## src/arrseq_pkg.sv

```systemverilog
`default_nettype none

package arrseq_pkg;

    // Section codes, 4 bits
    typedef logic [3:0] t_section;

    localparam t_section SEC_STOPPED  = 4'd0;
    localparam t_section SEC_INTRO_A  = 4'd1;
    localparam t_section SEC_INTRO_C  = 4'd3;
    localparam t_section SEC_MAIN_A   = 4'd4;
    localparam t_section SEC_FILL_A   = 4'd8;
    localparam t_section SEC_BREAK    = 4'd12;
    localparam t_section SEC_ENDING_A = 4'd13;

    // Request type codes
    localparam logic [2:0] REQ_INTRO  = 3'd0;
    localparam logic [2:0] REQ_MAIN   = 3'd1;
    localparam logic [2:0] REQ_BREAK  = 3'd2;
    localparam logic [2:0] REQ_ENDING = 3'd3;
    localparam logic [2:0] REQ_STOP   = 3'd4;
    localparam logic [2:0] REQ_TICK   = 3'd5;

    // Button variations
    localparam logic [1:0] VAR_A = 2'd0;
    localparam logic [1:0] VAR_B = 2'd1;
    localparam logic [1:0] VAR_C = 2'd2;
    localparam logic [1:0] VAR_D = 2'd3;

    // Input word
    typedef struct packed {
        logic [2:0] req_type;
        logic [1:0] variation;
    } t_in_word;

    // Result word
    typedef struct packed {
        t_section current_section;
        t_section queued_section;
        t_section target_section;
        logic     section_changed;
    } t_out_word;

    // Sequencer state
    typedef struct packed {
        t_section playing;
        t_section pending;
        t_section target;
    } t_seq_state;

endpackage

`default_nettype wire

```

## src/arrseq_step.sv

```systemverilog
`default_nettype none

// Next-state logic for one request word
module arrseq_step (
    input  var arrseq_pkg::t_seq_state i_state,
    input  var arrseq_pkg::t_in_word   i_word,
    output arrseq_pkg::t_seq_state     o_state,
    output logic                       o_changed
);

    logic is_intro;
    logic is_transient;
    logic is_ending;
    logic var_abc;
    logic queue_move;

    // Section class decode of the playing section
    assign is_intro     = (i_state.playing >= arrseq_pkg::SEC_INTRO_A) &&
                          (i_state.playing <= arrseq_pkg::SEC_INTRO_C);
    assign is_transient = is_intro ||
                          ((i_state.playing >= arrseq_pkg::SEC_FILL_A) &&
                           (i_state.playing <= arrseq_pkg::SEC_BREAK));
    assign is_ending    = i_state.playing >= arrseq_pkg::SEC_ENDING_A;
    assign var_abc      = i_word.variation != arrseq_pkg::VAR_D;
    assign queue_move   = (i_state.pending != arrseq_pkg::SEC_STOPPED) &&
                          (i_state.pending != i_state.playing);

    // Request dispatch
    always_comb begin
        o_state   = i_state;
        o_changed = 1'b0;
        case (i_word.req_type)
            arrseq_pkg::REQ_INTRO: begin
                if (var_abc) begin
                    o_state.pending = arrseq_pkg::SEC_INTRO_A + {2'b00, i_word.variation};
                end
                o_state.target = arrseq_pkg::SEC_MAIN_A;
            end
            arrseq_pkg::REQ_MAIN: begin
                if (i_state.playing == arrseq_pkg::SEC_STOPPED || is_intro) begin
                    o_state.pending = arrseq_pkg::SEC_MAIN_A + {2'b00, i_word.variation};
                end else begin
                    o_state.pending = arrseq_pkg::SEC_FILL_A + {2'b00, i_word.variation};
                    o_state.target  = arrseq_pkg::SEC_MAIN_A + {2'b00, i_word.variation};
                end
            end
            arrseq_pkg::REQ_BREAK: begin
                o_state.pending = arrseq_pkg::SEC_BREAK;
                if (i_state.target == arrseq_pkg::SEC_STOPPED) begin
                    o_state.target = i_state.playing;
                end
            end
            arrseq_pkg::REQ_ENDING: begin
                if (var_abc) begin
                    o_state.pending = arrseq_pkg::SEC_ENDING_A + {2'b00, i_word.variation};
                end
                o_state.target = arrseq_pkg::SEC_STOPPED;
            end
            arrseq_pkg::REQ_STOP: begin
                o_state.playing = arrseq_pkg::SEC_STOPPED;
                o_state.pending = arrseq_pkg::SEC_STOPPED;
                o_state.target  = arrseq_pkg::SEC_STOPPED;
            end
            arrseq_pkg::REQ_TICK: begin
                // queued section wins, then transient drop, then ending stop
                if (queue_move) begin
                    o_state.playing = i_state.pending;
                    o_state.pending = arrseq_pkg::SEC_STOPPED;
                    o_changed       = 1'b1;
                end else if (is_transient) begin
                    o_state.playing = i_state.target;
                    o_changed       = 1'b1;
                end else if (is_ending) begin
                    o_state.playing = arrseq_pkg::SEC_STOPPED;
                    o_changed       = 1'b1;
                end
            end
            default: begin
                o_state = i_state;
            end
        endcase
    end

endmodule

`default_nettype wire

```

## src/arranger_section_sequencer_unit.sv

```systemverilog
// Arranger section sequencer.
// Input channel: i_in_valid / o_in_stall carry one request word (button event
// with variation, or measure-boundary tick). Output channel: o_out_valid /
// i_out_stall carry one result word per request: current, queued and target
// section codes plus a flag for a section change on a tick.
// A word is taken when valid is high and stall is low at a rising edge.
// A taken request is held in the input register, then its result is loaded
// into the result register; the section state registers update on the same
// edge that loads the result register.
// Throughput: one word per cycle while the receiver takes results.
// When the receiver stalls, the result register holds its word, the input
// register fills, and o_in_stall rises until the result is taken.
// Reset (i_rst_n low, synchronous) empties both registers and returns all
// three sections to stopped.
`default_nettype none

module arranger_section_sequencer_unit (
    input  var logic                  i_clk,
    input  var logic                  i_rst_n,
    input  var logic                  i_in_valid,
    output logic                      o_in_stall,
    input  var arrseq_pkg::t_in_word  i_in_word,
    output logic                      o_out_valid,
    input  var logic                  i_out_stall,
    output arrseq_pkg::t_out_word     o_out_word
);

    logic                   r_in_valid;
    arrseq_pkg::t_in_word   r_in_word;
    logic                   r_out_valid;
    arrseq_pkg::t_out_word  r_out_word;
    arrseq_pkg::t_seq_state r_state;
    arrseq_pkg::t_seq_state n_state;
    logic                   n_changed;
    logic                   advance;

    // Next state for the word in the input register
    arrseq_step u_step (
        .i_state   (r_state),
        .i_word    (r_in_word),
        .o_state   (n_state),
        .o_changed (n_changed)
    );

    // Move a word forward when the result register is free or being taken
    assign advance    = r_in_valid && (!r_out_valid || !i_out_stall);
    assign o_in_stall = r_in_valid && !advance;

    // Input register
    always_ff @(posedge i_clk) begin
        if (!i_rst_n) begin
            r_in_valid <= 1'b0;
        end else if (!o_in_stall) begin
            r_in_valid <= i_in_valid;
        end
        if (!o_in_stall && i_in_valid) begin
            r_in_word <= i_in_word;
        end
    end

    // Section state and result register
    always_ff @(posedge i_clk) begin
        if (!i_rst_n) begin
            r_out_valid <= 1'b0;
            r_state     <= '{default: arrseq_pkg::SEC_STOPPED};
        end else begin
            if (advance) begin
                r_out_valid <= 1'b1;
                r_state     <= n_state;
            end else if (!i_out_stall) begin
                r_out_valid <= 1'b0;
            end
        end
        if (advance) begin
            r_out_word.current_section <= n_state.playing;
            r_out_word.queued_section  <= n_state.pending;
            r_out_word.target_section  <= n_state.target;
            r_out_word.section_changed <= n_changed;
        end
    end

    assign o_out_valid = r_out_valid;
    assign o_out_word  = r_out_word;

endmodule

`default_nettype wire
```

## config.mk

```make
export PLATFORM = sky130hd
export DESIGN_NAME = arranger_section_sequencer_unit
export DESIGN_NICKNAME = d
export VERILOG_FILES = /design/src/arrseq_pkg.sv /design/src/arrseq_step.sv /design/src/arranger_section_sequencer_unit.sv
export SDC_FILE = /design/constraint.sdc
export NUM_CORES = 1
export LEC_CHECK = 0
export BUFFER_PORTS_ARGS = -buffer_cell sky130_fd_sc_hd__clkbuf_2
export CORE_MARGIN = 4
export CORE_UTILIZATION = 30
export CTS_CLUSTER_DIAMETER = 150
export CTS_CLUSTER_SIZE = 20
export DETAILED_ROUTE_END_ITERATION = 16
export PLACE_DENSITY_LB_ADDON = 0.1
export SLEW_MARGIN = 20
export SYNTH_ARGS = -nofsm -noshare
export SYNTH_HDL_FRONTEND = slang
export SYNTH_SLANG_ARGS = --single-unit
```

## constraint.sdc

```tcl
create_clock -name i_clk -period 2.39 [get_ports i_clk]
set_input_delay 0.478 -clock i_clk [delete_from_list [all_inputs] [get_ports i_clk]]
set_output_delay 0.478 -clock i_clk [all_outputs]
set_load 0.02 [all_outputs]
```

Word-level counts from Yosys, hierarchy flattened. Index checks and enable logic that the tools add are counted.

Register bits: 32. Input port bits: 9. Word-level logic and storage cells: 63.

$add $sub $neg: 4. Magnitude comparators: 5. Eq/ne operators: 8. Multiplexer cells: 17. Reduce and logical (&&, ||, !) cells: 18.

Operators with widths (count): $mux W4 (9); $pmux W4 S6 (1); $pmux W4 S4 (1); $ge A4 B4 Y1 const B (2); $logic_not A4 Y1 (2); $pmux W4 S2 (1); $eq A3 B2 Y1 const B (2); $eq A3 B3 Y1 const B (2); $logic_and A1 B1 Y1 (6); $mux W1 (5); $add A3 B2 Y4 const A (1); $add A3 B3 Y4 const A (1); $add A4 B2 Y4 const A (1); $ge A4 B1 Y1 const B (1); $le A4 B2 Y1 const B (1); $le A4 B4 Y1 const B (1); $logic_not A1 Y1 (4); $ne A4 B4 Y1 (1); $reduce_bool A4 Y1 (1); $add A1 B2 Y3 const A (1); $eq A3 B1 Y1 const B (1); $logic_not A3 Y1 (1); $logic_or A1 B1 Y1 (3); $ne A2 B1 Y1 const B (1); other kinds (2) (2).

Longest topological paths before layout.
Depth after elaboration: 7. Gate-level depth with buffers: 7.

Hierarchy. A second synthesis with hierarchy kept.

Cell total of the unflattened synthesis: 183. Area total of the unflattened synthesis: 1784.2 um^2.

Modules (own cells, without submodules): arranger_section_sequencer_unit (times used 1, cells an instance 78, area an instance 1117.3 um^2, sequential area each 820.8 um^2); arrseq_step (times used 1, cells an instance 105, area an instance 666.9 um^2, sequential area each 0.0 um^2).

Least setup slack after synthesis. No wires, ideal clock.

Path kind: input to register. From: input port i_out_stall. To: register r_state[8] in the netlist's numbering. Library setup time: 0.060 ns. Arrival time: 1.710 ns. Data required time: 2.330 ns. Setup slack: 0.620 ns. Stages: 7. Cell sequence: nand2_1 nand2_1 inv_1 clkbuf_1 nand2_1 nor2_1 a32o_1.

Cells in the longest elaborated chain, start to end: 3.

RTL lines: from (decl) (RTL line arranger_section_sequencer_unit.sv:24) `input var logic i_out_stall,`; $logic_not A1 Y1; $logic_or A1 B1 Y1 (RTL line arranger_section_sequencer_unit.sv:46) `assign advance = r_in_valid && (!r_out_valid || !i_out_stall);`; $logic_and A1 B1 Y1 (RTL line arranger_section_sequencer_unit.sv:46); named net advance (RTL line arranger_section_sequencer_unit.sv:35) `logic advance;`; to (signal assigned) (RTL line arranger_section_sequencer_unit.sv:69) `r_state <= n_state;`; to (decl) (RTL line arranger_section_sequencer_unit.sv:32) `arrseq_pkg::t_seq_state r_state;`.

The timed path passes the listed nets, and every way through them passes these cells. A chain may end at the register's enable or synchronous reset.

==> results_dict.tcl <==
set metrics [dict create \
    status "finished clean" \
    crit_required_ns 2.44 \
    path_clk_slew_ns 0.08 \
    ioPinCount 24 \
    final_common_cell "clkbuf_2" \
    yosysWarnings 0 \
    hold_buffers 0 \
    cts_tree "done" \
    ctsHtreeMaxLevel 2 \
    grt_remaining_overflow 0 \
    clk_latency_ns 0.29 \
    clkPwrFrac_pct 39.9 \
    reg2reg_depth 5 \
    postCtsSetupBuffers 0 \
    numCtsBuffers 5 \
    syn_inst 183 \
    drive_above_1_share_pct 22.0 \
    die_w_um 84.1 \
    highest_layer "met4" \
    antenna-diode-count 0 \
    cts_resized 0 \
    clock_skew_ns 0.0125 \
    cp_max_fo 17 \
    dr.pass1.iters 5 \
    power_mw 1.29 \
    synth_seq_area_share_pct 47.2 \
    grt_start_max_net_pins 18 \
    chipHeight_um 84.1 \
    final_area_mm2 0.00202 \
    antenna_found_initial 0 \
    grtUsageTotal_pct 12.2 \
    hold_viol 0 \
    hp-class "input pin to register" \
    p_leak_nw 0.778 \
    drtIter0Drc 87 \
    synth_edf_count 18 \
    syn2layout_area_growth_pct 16.1 \
    switching_share_pct 24.5 \
    nets 214 \
    min_period_ns 2.10 \
    setup_viol 0 \
    port_buffers 23 \
    fin_crit_sh_pct 87.9 \
    rsz0062_at_grt "no" \
    hold_depth 1 \
    post-dp-hpwl_um 2930 \
    dr_wl_met2_um 1860 \
    max-vdd-ir-drop_mv 0.318 \
    maxCapViolations 0 \
    post-route-util_pct 36.2 \
    synth-seq-cells 32 \
    max_slew.worst_pin.slew_ns 0.550 \
    slew_viol_final 0 \
    start_kind "register" \
    crit_path_end_kind "register" \
    synth_flop_cell "edfxtp_1" \
    start_util_pct 31.2 \
    p_comb_share_pct 11.6 \
    cts_buffer_depth 2 \
    place_ws_ns 0.337 \
    fmax_mhz 476 \
    tns_ns 0 \
    p_int_mw 0.975 \
    drt-met1-wl_um 1790 \
    routed_via_density 5.14 \
    syn_nets 193 \
    p_per_area_mw_per_mm2 640 \
    arrival_ns 2.15 \
    stdcell_count 277 \
    synthDistinctLibCells 48 \
    die-area_mm2 0.00708 \
    grt_pass1_wl_um 6880 \
    design.core.area_mm2 0.00557 \
    synthesis.area_mm2 0.00174 \
    clock-sinks 32 \
    dpl_cell_area_mm2 0.00191 \
    routedWlPerCell_um 14.4 \
    drc 0 \
    clockRootBuffer "clkbuf_8" \
    gp_congestion 0.790 \
    p_sw_mw 0.316 \
    setup_ws_ns 0.289 \
    max_slew_margin_pct 63.3 \
    synthArstFlopShare_pct 0 \
    placed_cells 269 \
    num_rows 27 \
    drt_wl_total_um 3980 \
    num_vias 1423 \
    holdWs_ns 0.367 \
    pwr-share-seq_pct 48.5 \
    antenna_left 0 \
    grt_pass1_vias 1355 \
    mostFrequentLayoutCells "clkbuf_2 (23), edfxtp_1 (18), nand2_1 (16), o21ai_0 (16), dfxtp_1 (14)" \
    synth_area_per_cell_um2 9.50 \
    met3_wirelength_um 270 \
    path_class "register to register" \
]
cell type report:
cell class	count	area [µm²]
Tap cell	72	90.1
Inverter	9	33.8
Timing Repair Buffer	29	160
Sequential cell	32	821
Clock inverter	3	42.5
Clock buffer	5	68.8
Fill cell	570	3550
Multi-Input combinational cell	127	803
synth_stat cells, types with 3 or more instances:
cell type / count / area share, %
o21ai_0: 16 / 4.6
nor2b_1: 9 / 3.2
a221o_1: 4 / 2.3
a21o_1: 4 / 1.7
a21oi_1: 9 / 2.6
dfxtp_1: 14 / 16
edfxtp_1: 18 / 31
clkbuf_1: 6 / 1.3
xnor2_1: 5 / 2.5
buf_4: 3 / 1.3
nor3_1: 5 / 1.4
o31ai_1: 3 / 1.3
inv_1: 9 / 1.9
nor2_1: 11 / 2.4
nand3_1: 4 / 1.2
buf_2: 3 / 0.86
nand2_1: 16 / 3.5
o22ai_1: 3 / 1.1
a22oi_1: 4 / 1.7
path summary, 6_finish.rpt:
check	slack [ns]	startpoint	to
worst max register to register	0.29	r_state[11]	o_out_word[9]
worst max-delay path	0.29	r_state[11]	o_out_word[9]
worst min-delay path	0.37	i_in_word[4]	r_in_word[4]
worst min register to register	0.53	r_in_valid	o_out_valid
sequential cells by signal, indices dropped and copies added (netlist names):
register / count
r_state: 12
r_in_valid: 1
o_out_valid: 1
r_in_word: 5
o_out_word: 13
per-layer routing:
layer / vias up / track usage (%)
li1: 708 / -
met5: - / 0
met2: 45 / 18.7
met3: 5 / 3.63
met1: 665 / 16.4
met4: 0 / 3.95
critical path, cell delays in order (launching register included):
cell	delay, ns
dfxtp_1	0.67
xnor2_1	0.23
a41oi_2	0.29
a221oi_1	0.28
a21oi_1	0.10
a32o_1	0.29
power by group through the flow:
stage	sequential, mW	clock, mW	combinational, mW
CTS	0.627	0.529	0.151
global route	0.631	0.563	0.168
finish	0.626	0.515	0.150
global placement	0.639	0	0.152
detailed placement	0.639	0	0.151
floorplan	0.644	0	0.0978
cells by family after synthesis:
logic type,synth area share [%]
compound gates,25.5
simple gates,16.2
flops,47.2
buf+inv,6.62
xor+xnor,2.52
mux,1.22
fa+ha+maj,0.719
Power figures use the tool's default switching activity.
